--- config.mk ---
export PLATFORM = sky130hd
export DESIGN_NAME = timed_event_table
export DESIGN_NICKNAME = d
export VERILOG_FILES = /design/src/rtl/core/tet_pkg.sv /design/src/rtl/core/tet_datapath.sv /design/src/rtl/core/tet_ctrl.sv /design/src/rtl/core/timed_event_table.sv
export VERILOG_INCLUDE_DIRS = /design/src /design/src/rtl/core
export SDC_FILE = /design/constraint.sdc
export NUM_CORES = 1
export LEC_CHECK = 0
export ABC_CLOCK_PERIOD_IN_PS = 6700
export BUFFER_PORTS_ARGS = -buffer_cell sky130_fd_sc_hd__clkbuf_2
export CAP_MARGIN = 15
export CORE_MARGIN = 2
export CORE_UTILIZATION = 55
export CTS_CLUSTER_DIAMETER = 40
export DETAILED_ROUTE_END_ITERATION = 12
export PLACE_DENSITY = 0.84
export SETUP_SLACK_MARGIN = 0.1
export SLEW_MARGIN = 10
export SYNTH_ARGS = -nofsm -noshare
export SYNTH_HDL_FRONTEND = slang
export SYNTH_HIERARCHICAL = 1
export SYNTH_SLANG_ARGS = --single-unit
--- constraint.sdc ---
create_clock -name i_clk -period 6.7 [get_ports i_clk]
set_input_delay 0.67 -clock i_clk [delete_from_list [all_inputs] [get_ports i_clk]]
set_output_delay 0.67 -clock i_clk [all_outputs]
set_load 0.1 [all_outputs]
--- src/rtl/core/timed_event_table_assert.svh ---
// ----------------------------------------------------------------------------
// Assertion macros for the timed event table.
// Shared checker forms, each expanded on a line of its own.
// ----------------------------------------------------------------------------
`ifndef TIMED_EVENT_TABLE_ASSERT_SVH
`define TIMED_EVENT_TABLE_ASSERT_SVH

// A condition that must hold at every clock edge outside reset.
`define TET_ASSERT_ALWAYS(lbl, clk, rst_n, cond) \
    lbl: assert property (@(posedge clk) disable iff (!rst_n) (cond)) \
        else $error("timed event table check failed");

// An antecedent that must be accompanied by a consequent in the same cycle.
`define TET_ASSERT_IMPL(lbl, clk, rst_n, ante, cons) \
    lbl: assert property (@(posedge clk) disable iff (!rst_n) (ante) |-> (cons)) \
        else $error("timed event table check failed");

`endif

--- src/rtl/core/tet_pkg.sv ---
// ----------------------------------------------------------------------------
// Timed event table package
// Field widths, operation and status codes, payload structs and the
// command and status groups between the controller and the datapath.
// ----------------------------------------------------------------------------
`default_nettype none

package tet_pkg;

    localparam int unsigned KIND_W    = 2;
    localparam int unsigned LIGHT_W   = 8;
    localparam int unsigned DAY_W     = 3;
    localparam int unsigned MIN_W     = 11;
    localparam int unsigned STATUS_W  = 2;
    localparam int unsigned EVT_CNT_W = 5;

    // Operation codes carried in the kind field.
    localparam logic [KIND_W-1:0] KIND_ADD     = 2'd0;
    localparam logic [KIND_W-1:0] KIND_REMOVE  = 2'd1;
    localparam logic [KIND_W-1:0] KIND_TRIGGER = 2'd2;

    // Result status codes.
    localparam logic [STATUS_W-1:0] ST_OK   = 2'd0;
    localparam logic [STATUS_W-1:0] ST_DUP  = 2'd1;
    localparam logic [STATUS_W-1:0] ST_FULL = 2'd2;

    // Day code that matches every day.
    localparam logic [DAY_W-1:0] DAY_EVERY = 3'd7;

    typedef struct packed {
        logic [KIND_W-1:0]  kind;
        logic [LIGHT_W-1:0] light_num;
        logic [DAY_W-1:0]   day;
        logic [MIN_W-1:0]   minute;
        logic               turn_on;
    } t_in_item;

    typedef struct packed {
        logic [STATUS_W-1:0]  status;
        logic                 command_valid;
        logic [LIGHT_W-1:0]   cmd_light;
        logic                 cmd_on;
        logic                 last_of_run;
        logic                 has_newest;
        logic [LIGHT_W-1:0]   newest_light;
        logic [DAY_W-1:0]     newest_day;
        logic [MIN_W-1:0]     newest_minute;
        logic                 newest_on;
        logic [EVT_CNT_W-1:0] event_count;
    } t_out_item;

    // One stored event, 23 bits.
    typedef struct packed {
        logic               turn_on;
        logic [MIN_W-1:0]   minute;
        logic [DAY_W-1:0]   day;
        logic [LIGHT_W-1:0] light;
    } t_event;

    // Commands from the controller to the datapath.
    typedef struct packed {
        logic load_req;
        logic scan_start;
        logic scan_step;
        logic shift_start;
        logic shift_step;
        logic add_write;
        logic count_dec;
        logic set_dup;
        logic set_full;
        logic new_rd;
        logic new_ld;
        logic take_pend;
        logic emit_pend;
        logic emit_final;
    } t_dp_cmd;

    // Status from the datapath to the controller.
    typedef struct packed {
        logic [KIND_W-1:0] kind;
        logic              full;
        logic              key_hit;
        logic              trig_hit;
        logic              scan_end;
        logic              pend_valid;
        logic              out_free;
    } t_dp_sts;

    typedef enum logic [2:0] {
        S_IDLE,
        S_DISPATCH,
        S_SCAN,
        S_ADD_WR,
        S_SHIFT,
        S_NEW_RD,
        S_NEW_LD,
        S_FINAL
    } t_state;

endpackage

`default_nettype wire

--- src/rtl/core/tet_datapath.sv ---
// ----------------------------------------------------------------------------
// Timed event table datapath
// Event memory, scan pipeline, request and result registers. Acts on the
// commands of the controller and reports compare and scan status.
// ----------------------------------------------------------------------------
`default_nettype none
`include "timed_event_table_assert.svh"

module tet_datapath #(
    parameter int unsigned MAX_EVENTS = 16
) (
    input  logic               i_clk,
    input  logic               i_rst_n,
    input  tet_pkg::t_in_item  i_in_item,
    input  tet_pkg::t_dp_cmd   i_cmd,
    output tet_pkg::t_dp_sts   o_sts,
    input  logic               i_out_stall,
    output logic               o_out_valid,
    output tet_pkg::t_out_item o_out_item
);
    import tet_pkg::*;

    localparam int unsigned CW = $clog2(MAX_EVENTS + 1);
    localparam int unsigned IW = (MAX_EVENTS > 1) ? $clog2(MAX_EVENTS) : 1;
    localparam logic [CW-1:0] MaxCount = CW'(MAX_EVENTS);

    t_event             mem [MAX_EVENTS];
    t_in_item           r_req;
    logic [CW-1:0]      r_count;
    logic [CW-1:0]      r_ptr;
    logic               r_rv;
    logic [IW-1:0]      r_cidx;
    t_event             r_rd_data;
    t_event             r_newest;
    logic [STATUS_W-1:0] r_status;
    logic               r_pend_valid;
    logic [LIGHT_W-1:0] r_pend_light;
    logic               r_pend_on;
    logic               r_out_valid;
    t_out_item          r_out;
    t_out_item          n_out;

    t_event             key;
    logic               advance;
    logic               ptr_in_range;
    logic               rd_en;
    logic [IW-1:0]      rd_addr;
    logic               wr_en;
    logic [IW-1:0]      wr_addr;
    t_event             wr_data;
    logic [CW-1:0]      last_idx;
    logic               out_free;
    logic               out_load;
    logic               has_newest;
    logic               day_match;

    // Request fields as a stored event, for compares and appends.
    assign key.turn_on = r_req.turn_on;
    assign key.minute  = r_req.minute;
    assign key.day     = r_req.day;
    assign key.light   = r_req.light_num;

    assign advance      = i_cmd.scan_step | i_cmd.shift_step;
    assign ptr_in_range = (r_ptr < r_count);
    assign last_idx     = r_count - CW'(1);
    assign out_free     = !r_out_valid || !i_out_stall;
    assign out_load     = i_cmd.emit_pend | i_cmd.emit_final;
    assign has_newest   = (r_count != '0);
    assign day_match    = (r_rd_data.day == r_req.day) || (r_rd_data.day == DAY_EVERY);

    // Read port selection: the newest entry or the scan pointer.
    always_comb begin
        rd_en   = 1'b0;
        rd_addr = r_ptr[IW-1:0];
        if (i_cmd.new_rd) begin
            rd_en   = 1'b1;
            rd_addr = last_idx[IW-1:0];
        end else if (advance) begin
            rd_en   = ptr_in_range;
        end
    end

    // Write port selection: append at the end or close a gap.
    always_comb begin
        wr_en   = 1'b0;
        wr_addr = r_count[IW-1:0];
        wr_data = key;
        if (i_cmd.add_write) begin
            wr_en = 1'b1;
        end else if (i_cmd.shift_step && r_rv) begin
            wr_en   = 1'b1;
            wr_addr = r_cidx - IW'(1);
            wr_data = r_rd_data;
        end
    end

    // Event memory with registered read data.
    always_ff @(posedge i_clk) begin
        if (wr_en) begin
            mem[wr_addr] <= wr_data;
        end
        if (rd_en) begin
            r_rd_data <= mem[rd_addr];
        end
    end

    // Request, newest entry and pending command payload.
    always_ff @(posedge i_clk) begin
        if (i_cmd.load_req) begin
            r_req <= i_in_item;
        end
        if (i_cmd.new_ld) begin
            r_newest <= r_rd_data;
        end
        if (i_cmd.take_pend) begin
            r_pend_light <= r_rd_data.light;
            r_pend_on    <= r_rd_data.turn_on;
        end
        if (advance) begin
            r_cidx <= r_ptr[IW-1:0];
        end
        if (i_cmd.load_req) begin
            r_status <= ST_OK;
        end else if (i_cmd.set_dup) begin
            r_status <= ST_DUP;
        end else if (i_cmd.set_full) begin
            r_status <= ST_FULL;
        end
    end

    // Event count, scan pointer and pending flag.
    always_ff @(posedge i_clk) begin
        if (!i_rst_n) begin
            r_count      <= '0;
            r_ptr        <= '0;
            r_rv         <= 1'b0;
            r_pend_valid <= 1'b0;
        end else begin
            if (i_cmd.add_write) begin
                r_count <= r_count + CW'(1);
            end else if (i_cmd.count_dec) begin
                r_count <= r_count - CW'(1);
            end

            if (i_cmd.scan_start) begin
                r_ptr <= '0;
                r_rv  <= 1'b0;
            end else if (i_cmd.shift_start) begin
                r_ptr <= CW'(r_cidx) + CW'(1);
                r_rv  <= 1'b0;
            end else if (advance) begin
                r_rv <= ptr_in_range;
                if (ptr_in_range) begin
                    r_ptr <= r_ptr + CW'(1);
                end
            end

            if (i_cmd.load_req) begin
                r_pend_valid <= 1'b0;
            end else if (i_cmd.take_pend) begin
                r_pend_valid <= 1'b1;
            end
        end
    end

    // Next result transaction.
    always_comb begin
        n_out               = '0;
        n_out.has_newest    = has_newest;
        n_out.newest_light  = has_newest ? r_newest.light   : '0;
        n_out.newest_day    = has_newest ? r_newest.day     : '0;
        n_out.newest_minute = has_newest ? r_newest.minute  : '0;
        n_out.newest_on     = has_newest ? r_newest.turn_on : 1'b0;
        n_out.event_count   = EVT_CNT_W'(r_count);
        if (i_cmd.emit_pend) begin
            n_out.status        = ST_OK;
            n_out.command_valid = 1'b1;
            n_out.cmd_light     = r_pend_light;
            n_out.cmd_on        = r_pend_on;
            n_out.last_of_run   = 1'b0;
        end else begin
            n_out.status        = r_status;
            n_out.command_valid = r_pend_valid;
            n_out.cmd_light     = r_pend_valid ? r_pend_light : '0;
            n_out.cmd_on        = r_pend_valid ? r_pend_on : 1'b0;
            n_out.last_of_run   = 1'b1;
        end
    end

    // Output register.
    always_ff @(posedge i_clk) begin
        if (out_load) begin
            r_out <= n_out;
        end
    end

    always_ff @(posedge i_clk) begin
        if (!i_rst_n) begin
            r_out_valid <= 1'b0;
        end else if (out_load) begin
            r_out_valid <= 1'b1;
        end else if (!i_out_stall) begin
            r_out_valid <= 1'b0;
        end
    end

    assign o_out_valid = r_out_valid;
    assign o_out_item  = r_out;

    // Status toward the controller.
    assign o_sts.kind       = r_req.kind;
    assign o_sts.full       = (r_count >= MaxCount);
    assign o_sts.key_hit    = r_rv && (r_rd_data == key);
    assign o_sts.trig_hit   = r_rv && day_match && (r_rd_data.minute == r_req.minute);
    assign o_sts.scan_end   = !r_rv && !ptr_in_range;
    assign o_sts.pend_valid = r_pend_valid;
    assign o_sts.out_free   = out_free;

    // The table never holds more events than it has room for.
    `TET_ASSERT_ALWAYS(a_count_bound, i_clk, i_rst_n, r_count <= MaxCount)
    // A waiting result is never overwritten.
    `TET_ASSERT_IMPL(a_no_overwrite, i_clk, i_rst_n, out_load, out_free)
    // An append only happens while there is room.
    `TET_ASSERT_IMPL(a_add_room, i_clk, i_rst_n, i_cmd.add_write, r_count < MaxCount)
    // A gap close always moves an entry down from a nonzero slot.
    `TET_ASSERT_IMPL(a_shift_addr, i_clk, i_rst_n, i_cmd.shift_step && r_rv, r_cidx != '0)

endmodule

`default_nettype wire

--- src/rtl/core/tet_ctrl.sv ---
// ----------------------------------------------------------------------------
// Timed event table controller
// Sequences add, remove and trigger transactions over the datapath:
// table scan, append, gap close, newest-entry read and result emission.
// ----------------------------------------------------------------------------
`default_nettype none

module tet_ctrl (
    input  logic             i_clk,
    input  logic             i_rst_n,
    input  logic             i_in_valid,
    output logic             o_in_stall,
    input  tet_pkg::t_dp_sts i_sts,
    output tet_pkg::t_dp_cmd o_cmd
);
    import tet_pkg::*;

    t_state r_state;
    t_state n_state;
    logic   is_trig;
    logic   is_add;

    assign is_trig = (i_sts.kind == KIND_TRIGGER);
    assign is_add  = (i_sts.kind == KIND_ADD);

    // State register.
    always_ff @(posedge i_clk) begin
        if (!i_rst_n) begin
            r_state <= S_IDLE;
        end else begin
            r_state <= n_state;
        end
    end

    // Next state.
    always_comb begin
        n_state = r_state;
        unique case (r_state)
            S_IDLE: begin
                if (i_in_valid) begin
                    n_state = S_DISPATCH;
                end
            end
            S_DISPATCH: begin
                case (i_sts.kind)
                    KIND_ADD:    n_state = i_sts.full ? S_NEW_RD : S_SCAN;
                    KIND_REMOVE: n_state = S_SCAN;
                    default:     n_state = S_NEW_RD;
                endcase
            end
            S_SCAN: begin
                if (is_trig) begin
                    if (i_sts.scan_end) begin
                        n_state = S_FINAL;
                    end
                end else if (i_sts.key_hit) begin
                    n_state = is_add ? S_NEW_RD : S_SHIFT;
                end else if (i_sts.scan_end) begin
                    n_state = is_add ? S_ADD_WR : S_NEW_RD;
                end
            end
            S_ADD_WR: n_state = S_NEW_RD;
            S_SHIFT: begin
                if (i_sts.scan_end) begin
                    n_state = S_NEW_RD;
                end
            end
            S_NEW_RD: n_state = S_NEW_LD;
            S_NEW_LD: n_state = is_trig ? S_SCAN : S_FINAL;
            S_FINAL: begin
                if (i_sts.out_free) begin
                    n_state = S_IDLE;
                end
            end
            default: n_state = S_IDLE;
        endcase
    end

    // Datapath commands.
    always_comb begin
        o_cmd = '0;
        unique case (r_state)
            S_IDLE: o_cmd.load_req = i_in_valid;
            S_DISPATCH: begin
                if (is_add && i_sts.full) begin
                    o_cmd.set_full = 1'b1;
                end else if (is_add || (i_sts.kind == KIND_REMOVE)) begin
                    o_cmd.scan_start = 1'b1;
                end
            end
            S_SCAN: begin
                if (is_trig) begin
                    // Hold the scan while a match waits for the output register.
                    if (!i_sts.scan_end &&
                        !(i_sts.trig_hit && i_sts.pend_valid && !i_sts.out_free)) begin
                        o_cmd.scan_step = 1'b1;
                        o_cmd.take_pend = i_sts.trig_hit;
                        o_cmd.emit_pend = i_sts.trig_hit && i_sts.pend_valid;
                    end
                end else if (i_sts.key_hit) begin
                    o_cmd.set_dup     = is_add;
                    o_cmd.shift_start = !is_add;
                end else if (!i_sts.scan_end) begin
                    o_cmd.scan_step = 1'b1;
                end
            end
            S_ADD_WR: o_cmd.add_write = 1'b1;
            S_SHIFT: begin
                if (i_sts.scan_end) begin
                    o_cmd.count_dec = 1'b1;
                end else begin
                    o_cmd.shift_step = 1'b1;
                end
            end
            S_NEW_RD: o_cmd.new_rd = 1'b1;
            S_NEW_LD: begin
                o_cmd.new_ld     = 1'b1;
                o_cmd.scan_start = is_trig;
            end
            S_FINAL: o_cmd.emit_final = i_sts.out_free;
            default: o_cmd = '0;
        endcase
    end

    assign o_in_stall = (r_state != S_IDLE);

endmodule

`default_nettype wire

--- src/rtl/core/timed_event_table.sv ---
// ----------------------------------------------------------------------------
// Timed event table
// Ordered table of scheduled light events with add, remove and trigger.
// ----------------------------------------------------------------------------
// The block handles one transaction at a time; input stall is high from the
// cycle after acceptance until the transaction is finished. An add to a
// full table skips the scan, a duplicate ends the scan at the match, and a
// remove that finds its entry moves the later entries down to close the
// gap. Input stall drops in the cycle after the last result is loaded.
// Transaction time grows with the number of stored events, as the scan
// reads one entry per cycle through the single read port of the event
// memory, and a trigger also pauses while its results wait to be taken.
// Add and remove give one result; a trigger gives one result per matching
// event, the last marked, or one result without a command.
// ----------------------------------------------------------------------------
`default_nettype none

module timed_event_table #(
    parameter int unsigned MAX_EVENTS = 16
) (
    input  logic               i_clk,
    input  logic               i_rst_n,
    input  logic               i_in_valid,
    output logic               o_in_stall,
    input  tet_pkg::t_in_item  i_in_item,
    output logic               o_out_valid,
    input  logic               i_out_stall,
    output tet_pkg::t_out_item o_out_item
);
    import tet_pkg::*;

    t_dp_cmd dp_cmd;
    t_dp_sts dp_sts;

    // Sequencer.
    tet_ctrl u_ctrl (
        .i_clk      (i_clk),
        .i_rst_n    (i_rst_n),
        .i_in_valid (i_in_valid),
        .o_in_stall (o_in_stall),
        .i_sts      (dp_sts),
        .o_cmd      (dp_cmd)
    );

    // Event memory and result path.
    tet_datapath #(
        .MAX_EVENTS (MAX_EVENTS)
    ) u_datapath (
        .i_clk       (i_clk),
        .i_rst_n     (i_rst_n),
        .i_in_item   (i_in_item),
        .i_cmd       (dp_cmd),
        .o_sts       (dp_sts),
        .i_out_stall (i_out_stall),
        .o_out_valid (o_out_valid),
        .o_out_item  (o_out_item)
    );

endmodule

`default_nettype wire
==> results of run 1 <==
sequential cells by signal, indices dropped and copies added (netlist names), 3 cells and up:
| name | count |
|---|---|
| u_datapath/key | 23 |
| u_datapath/r_count | 5 |
| u_datapath/o_out_item | 42 |
| u_datapath/r_newest | 23 |
| u_datapath/r_pend_light | 8 |
| u_datapath/mem | 368 |
| u_datapath/r_cidx | 4 |
| u_datapath/r_ptr | 5 |
| u_ctrl/r_state | 3 |
| u_datapath/r_rd_data | 23 |
routing by layer:
layer | up-vias | track usage (%)
met5 | - | 0
met4 | 0 | 11.4
met3 | 214 | 8.34
met2 | 1284 | 45.2
met1 | 7326 | 37.6
li1 | 6379 | -
worst max-delay path: cells and delay by family (launching register included):
| family | cells | cell delay, ns |
|---|---|---|
| simple gates | 7 | 1.86 |
| buf+inv | 3 | 0.81 |
| compound gates | 4 | 0.74 |
| flops | 1 | 0.55 |
| fa+ha+maj | 1 | 0.32 |
worst max-delay path by stage:
stage / to / startpoint / slack (ns)
after floorplan: u_datapath/mem[5][0] / u_datapath/r_count[2] / 2.60
after global placement: u_datapath/mem[7][11] / u_datapath/r_count[2] / 2.09
after detailed placement: u_datapath/mem[1][16] / u_datapath/r_count[2] / 2.15
after CTS: u_datapath/mem[1][20] / u_datapath/r_count[2] / 2.12
after global routing: u_datapath/mem[1][20] / u_datapath/r_count[2] / 1.84
final: u_datapath/mem[1][13] / u_datapath/r_count[2] / 2.08
cell families (layout without fill, tap and decap cells):
logic type	after synthesis	after routing	synth area share [%]
adders and majority gates	9	9	0.506
and+or+nand+nor	388	388	8.80
AOI/OAI and AO/OA	469	469	13.6
xor gates and xnor gates	35	35	1.38
DFF	512	512	68.3
muxes	58	58	4.05
buffers and inverters	140	243	3.35
per-stage QoR:
stage | instance area [um^2] | cells | hold WS [ns]
finish | 25100 | 2239 | 0.227
global placement | 22900 | 2121 | 0.464
detailed placement | 23000 | 2127 | 0.485
global route | 25100 | 2239 | 0.207
CTS | 25000 | 2238 | 0.209
floorplan | 22200 | 1611 | 0.406
final cells by class:
cell class              count  area, um^2
clock buffers              68        1530
clock inverters            43         499
fillers                  2701       14800
inverters                  22        82.6
multi-input cells         959        6380
flip-flops and latches    512       15200
well taps                 525         657
repair buffers            110         701
cells in the final DEF (no fill, tap or decap), drive strengths merged, types with 12 or more instances in the layout:
cell	synthesis	final
mux4	23	23
o31ai	23	23
clkbuf	46	140
o211ai	49	49
o22ai	52	52
edfxtp	494	494
nand2b	17	17
a32oi	17	17
nor2	140	140
dfxtp	18	18
or3	13	13
clkinv	1	17
buf	72	38
nand2	31	31
mux2	25	25
nor3	63	63
a211o	13	13
o221ai	12	12
a31oi	37	37
o21ai	162	162
a21oi	47	47
xnor2	27	27
inv	21	36
nor2b	86	86
o21a	16	16
power by group through the flow:
stage                     sequential (mW)  combinational, mW  clock, mW
after floorplan                      3.71              0.376          0
after global placement               3.74              0.530          0
after detailed placement             3.74              0.551          0
after CTS                            3.67              0.557       3.31
after global routing                 3.68              0.609       3.45
final                                3.68              0.583       3.29
==> metrics.txt, run 1 <==
outcome=finished, final reports clean; post-synthesis cell area=0.0222 mm^2; top post-synthesis cells by count=edfxtp_1, nor2_1, o21ai_0, nor2b_1, nor3_1; ranking of synthesized cells by area=edfxtp_1, o21ai_0, nor2b_1; CP max-delay cell=nor2_2; worst rel slew slack=5.53%; NetSw=1.87 mW; Req. time, crit path=7.02 ns; die width=205 um; Worst Hold Class=input port to flip-flop; CP Capture Type=flip-flop; Post-Synthesis Cells=1,611; Vert. Die Dim=205 um; share of flip-flops with an asynchronous set or reset=0%; Post-Syn Nets=1,649; Skew-Pair Late Insertion Delay=0.64 ns; Tot Pwr=7.55 mW; Worst-Margin Slew=1.40 ns; I/O pin total=73; RD Place Congestion=0.873; residual DRC count=0; Synth cell types=70; vias in the first global route=14,800; min cycle time layout=4.62 ns; H-tree depth=2; Hold Vio Cnt, Final=0; Layout area overhead=12.7%; worst r2r src=u_datapath/r_count[2]; Worst-path clk slew=0.06 ns; Final TNS setup=0 ns; via count=15,200; clock power share=43.6%; hpwl dp=36.0 mm; dpl ws=2.15 ns; routed wl met2=27.8 mm; Hold Path Cell Cnt=1; core area=0.0398 mm^2; Crit path arrival time=4.94 ns; first-pass GRT wire length=89.6 mm; Avg Cell Area, Syn=13.8 um^2; crit path kind=flip-flop to flip-flop; area share of the leading cell type in the synthesized netlist=66.7%; CP most frequent cell=nor2_1; sw frac=24.7%; crit start category=flip-flop; sequential area share after synthesis=68.3%; hold_sp=i_in_item[23]; Post-Route WL=60.0 mm; CP cell instances=inv_1, ha_1, a21oi_1, o21ai_1, a21oi_1, nor2_1, nor2_1, nor2_1, nor4b_1, nand3b_1, buf_4, nor2_1, a32oi_1, nor2_2, buf_4; Register-to-Register Setup Slack=2.08 ns; Port Buffer Count=72; Syn. warnings=6; hold buffers post-CTS=0; Period Utilization, post-route=69.0%; # setup viols final=0; Flop pwr share=48.7%; share of cells above drive strength 1=17.4%; ANT cells=0; drt via density=6.79; initial antenna violation count=1; CTS root buf=clkbuf_16; worst clock skew=0.0331 ns; wire per inst=26.8 um; CP peak stage delay=0.69 ns; total gr overflow=0; Comb power frac=7.7%; FF-to-FF End=u_datapath/mem[1][13]; initial DRC count=2,397; pwr dens=301 mW/mm^2; register bit total from synthesis=512; Slew Limit Fails=0; total die area=0.0421 mm^2; final-stage net count=1,702; Post-synth EDFFs=494; WHS Endpoint=u_datapath/o_sts[6]; fmax=216 MHz; Static Leak=8.14 nW; dominant synthesized flop cell=edfxtp_1; Tot GR Track Use=28.6%; clock buffer depth=3; largest net degree at the start of global routing=104; DR top layer=met4; drt first pass iters=8; Max VDD drop=218 uV; # resized after CTS=0; final antenna-violating net count=0; CTS tree=built; Num CTS Buffers=59; Starting Density=55.8%; Critical Path Fanout Max=32; top-count cell post-synth=edfxtp_1; row count=73; Metal-1 WL=20.7 mm; Pint=5.68 mW; Synth area leader=edfxtp_1; RSZ-0062 raised after global routing=no; final core utilization=62.9%; Sink Count=512; Post-CTS Setup Bufs=0; Max-Cap Viols=0; reg2reg path depth=15; setup ws final=2.08 ns; DR WL met3=8.77 mm
No activity file was read; power rests on OpenSTA's default activity.
==> run 2, diff against run 1 <==
--- a/config.mk
+++ b/config.mk
@@ -6,7 +6,7 @@
 export SDC_FILE = /design/constraint.sdc
 export NUM_CORES = 1
 export LEC_CHECK = 0
-export ABC_CLOCK_PERIOD_IN_PS = 6700
+export ABC_CLOCK_PERIOD_IN_PS = 4700
 export BUFFER_PORTS_ARGS = -buffer_cell sky130_fd_sc_hd__clkbuf_2
 export CAP_MARGIN = 15
 export CORE_MARGIN = 2
==> constraint.sdc (replaced) <==
create_clock -name i_clk -period 4.7 [get_ports i_clk]
set_input_delay 0.47 -clock i_clk [delete_from_list [all_inputs] [get_ports i_clk]]
set_output_delay 0.47 -clock i_clk [all_outputs]
set_load 0.1 [all_outputs]
==> run 2 against run 1 <==
Net effect:
- critical path depth shrank 1
- wire length is 2.1% lower
- setup slack worse by 1.8 ns
- global-route usage down 0.83 points
- hold slack got worse by 0.16 ns
==> metrics.txt, run 2 (synthesis results as in run 1) <==
outcome=finished, final reports clean (unchanged); row count=73 (unchanged); via count=15,400 (was 15,200); drt via density=6.87 (was 6.79); hpwl dp=36.2 mm (was 36.0 mm); die width=205 um (unchanged); Static Leak=8.14 nW (about the same); vias in the first global route=15,200 (was 14,800); crit path kind=flip-flop to flip-flop (unchanged); most frequent cells in the layout=edfxtp_1, o21ai_0, nor2_1 (unchanged); Critical Path Fanout Max=26 (was 32); wire per inst=26.2 um (was 26.8 um); Crit path arrival time=4.75 ns (was 4.94 ns); Slew Limit Fails=0 (unchanged); Worst Hold Class=input port to flip-flop (unchanged); fill cell count=2,690 (was 2,701); final-stage net count=1,713 (was 1,702); hold buffers post-CTS=0 (unchanged); total die area=0.0421 mm^2 (unchanged); Skew-Pair Late Insertion Delay=0.59 ns (was 0.64 ns); Max-Cap Viols=0 (unchanged); final antenna-violating net count=0 (unchanged); # resized after CTS=0 (unchanged); # setup viols final=0 (unchanged); worst rel slew slack=28.2% (was 5.53%); core area=0.0398 mm^2 (unchanged); Vert. Die Dim=205 um (unchanged); final core utilization=62.7% (was 62.9%); residual DRC count=0 (unchanged); total gr overflow=0 (unchanged); CTS root buf=clkbuf_16 (unchanged); Tot GR Track Use=27.8% (was 28.6%); initial antenna violation count=0 (was 1); share of cells above drive strength 1=17.3% (was 17.4%); largest net degree at the start of global routing=62 (was 104); ANT cells=0 (unchanged); drt first pass iters=6 (was 8); crit start category=flip-flop (unchanged); Num CTS Buffers=53 (was 59); Starting Density=55.8% (unchanged); fmax=225 MHz (was 216 MHz); Req. time, crit path=5.00 ns (was 7.02 ns); initial DRC count=2,211 (was 2,397); Sink Count=512 (unchanged); pwr dens=417 mW/mm^2 (was 301 mW/mm^2); Port Buffer Count=72 (unchanged); Post-CTS Setup Bufs=0 (unchanged); Post-Route WL=58.7 mm (was 60.0 mm); Largest register FFs=368 (unchanged); min cycle time layout=4.45 ns (was 4.62 ns); I/O pin total=73 (unchanged); Top reg by flops=u_datapath/mem (unchanged); RSZ-0062 raised after global routing=yes (was no); Worst-Margin Slew=1.06 ns (was 1.40 ns); Hold Vio Cnt, Final=0 (unchanged); Max VDD drop=339 uV (was 218 uV); H-tree depth=2 (unchanged); Final TNS setup=0 ns (unchanged); CTS tree=built (unchanged); Worst-path clk slew=0.06 ns (about the same); Layout area overhead=12.3% (was 12.7%); clock buffer depth=3 (unchanged); CP Capture Type=flip-flop (unchanged); worst clock skew=0.0227 ns (was 0.0331 ns); Period Utilization, post-route=94.8% (was 69.0%); most common cell after layout, fill and taps aside=edfxtp_1 (unchanged); first-pass GRT wire length=88.2 mm (was 89.6 mm); RD Place Congestion=0.893 (was 0.873)
[run 2: cell type report]
type	instances	area [um^2]	share of cell area, %
inverter	22	82.6	0.331
clock inverter	37	439	1.76
tap	525	657	2.63
timing repair buffer	127	786	3.15
multi-input combinational	959	6410	25.7
clock buffer	59	1390	5.57
sequential	512	15200	60.9
[run 2: worst paths after layout]
| kind | slack, ns | end | cells past startpoint | from |
|---|---|---|---|---|
| worst max-delay path | 0.25 | u_datapath/mem[15][15] | 14 | u_datapath/r_count[2] |
| worst min-delay path | 0.07 | u_datapath/key[15] | 1 | i_in_item[5] |
| worst max register to register | 0.25 | u_datapath/mem[15][15] | 14 | u_datapath/r_count[2] |
| worst min register to register | 0.48 | u_datapath/r_status[0] | 2 | u_datapath/r_status[0] |
[run 2: through the flow]
step                hold WS [ns]  power (mW)  setup slack (ns)  instances  cell area, um^2
floorplan                  0.406        5.82             0.601       1611            22200
global placement           0.468        6.05             0.297       2145            23100
detailed placement         0.472        6.09             0.184       2145            23100
CTS                       0.0541        10.4             0.150       2241            24900
global route              0.0610        10.7           -0.0343       2241            25000
finish                    0.0685        10.4             0.247       2241            25000
[run 2: worst max-delay path: stages (launching register included)]
cell      delay [ns]
dfxtp_1         0.55
inv_1           0.20
ha_1            0.33
a21oi_1         0.15
o21ai_1         0.08
a21oi_1         0.31
nor2_1          0.07
nor2_1          0.11
nor2_1          0.11
nor4b_1         0.44
nand3b_1        0.38
buf_4           0.37
a32oi_1         0.69
nor2_2          0.09
buf_4           0.28
[run 2: power by group]
part / internal, mW / switching (mW) / total, mW
Combinational: 0.214 / 0.599 / 0.813
Clock: 2.63 / 1.75 / 4.38
Sequential: 5.16 / 0.0687 / 5.23
[run 2: metal layers]
layer / wire length [um] / track usage [%] / up-vias
li1: - / - / 6377
met2: 27600 / 45.3 / 1405
met5: 0 / 0 / -
met3: 8190 / 5.23 / 256
met1: 19700 / 36.0 / 7365
met4: 3190 / 13.9 / 0
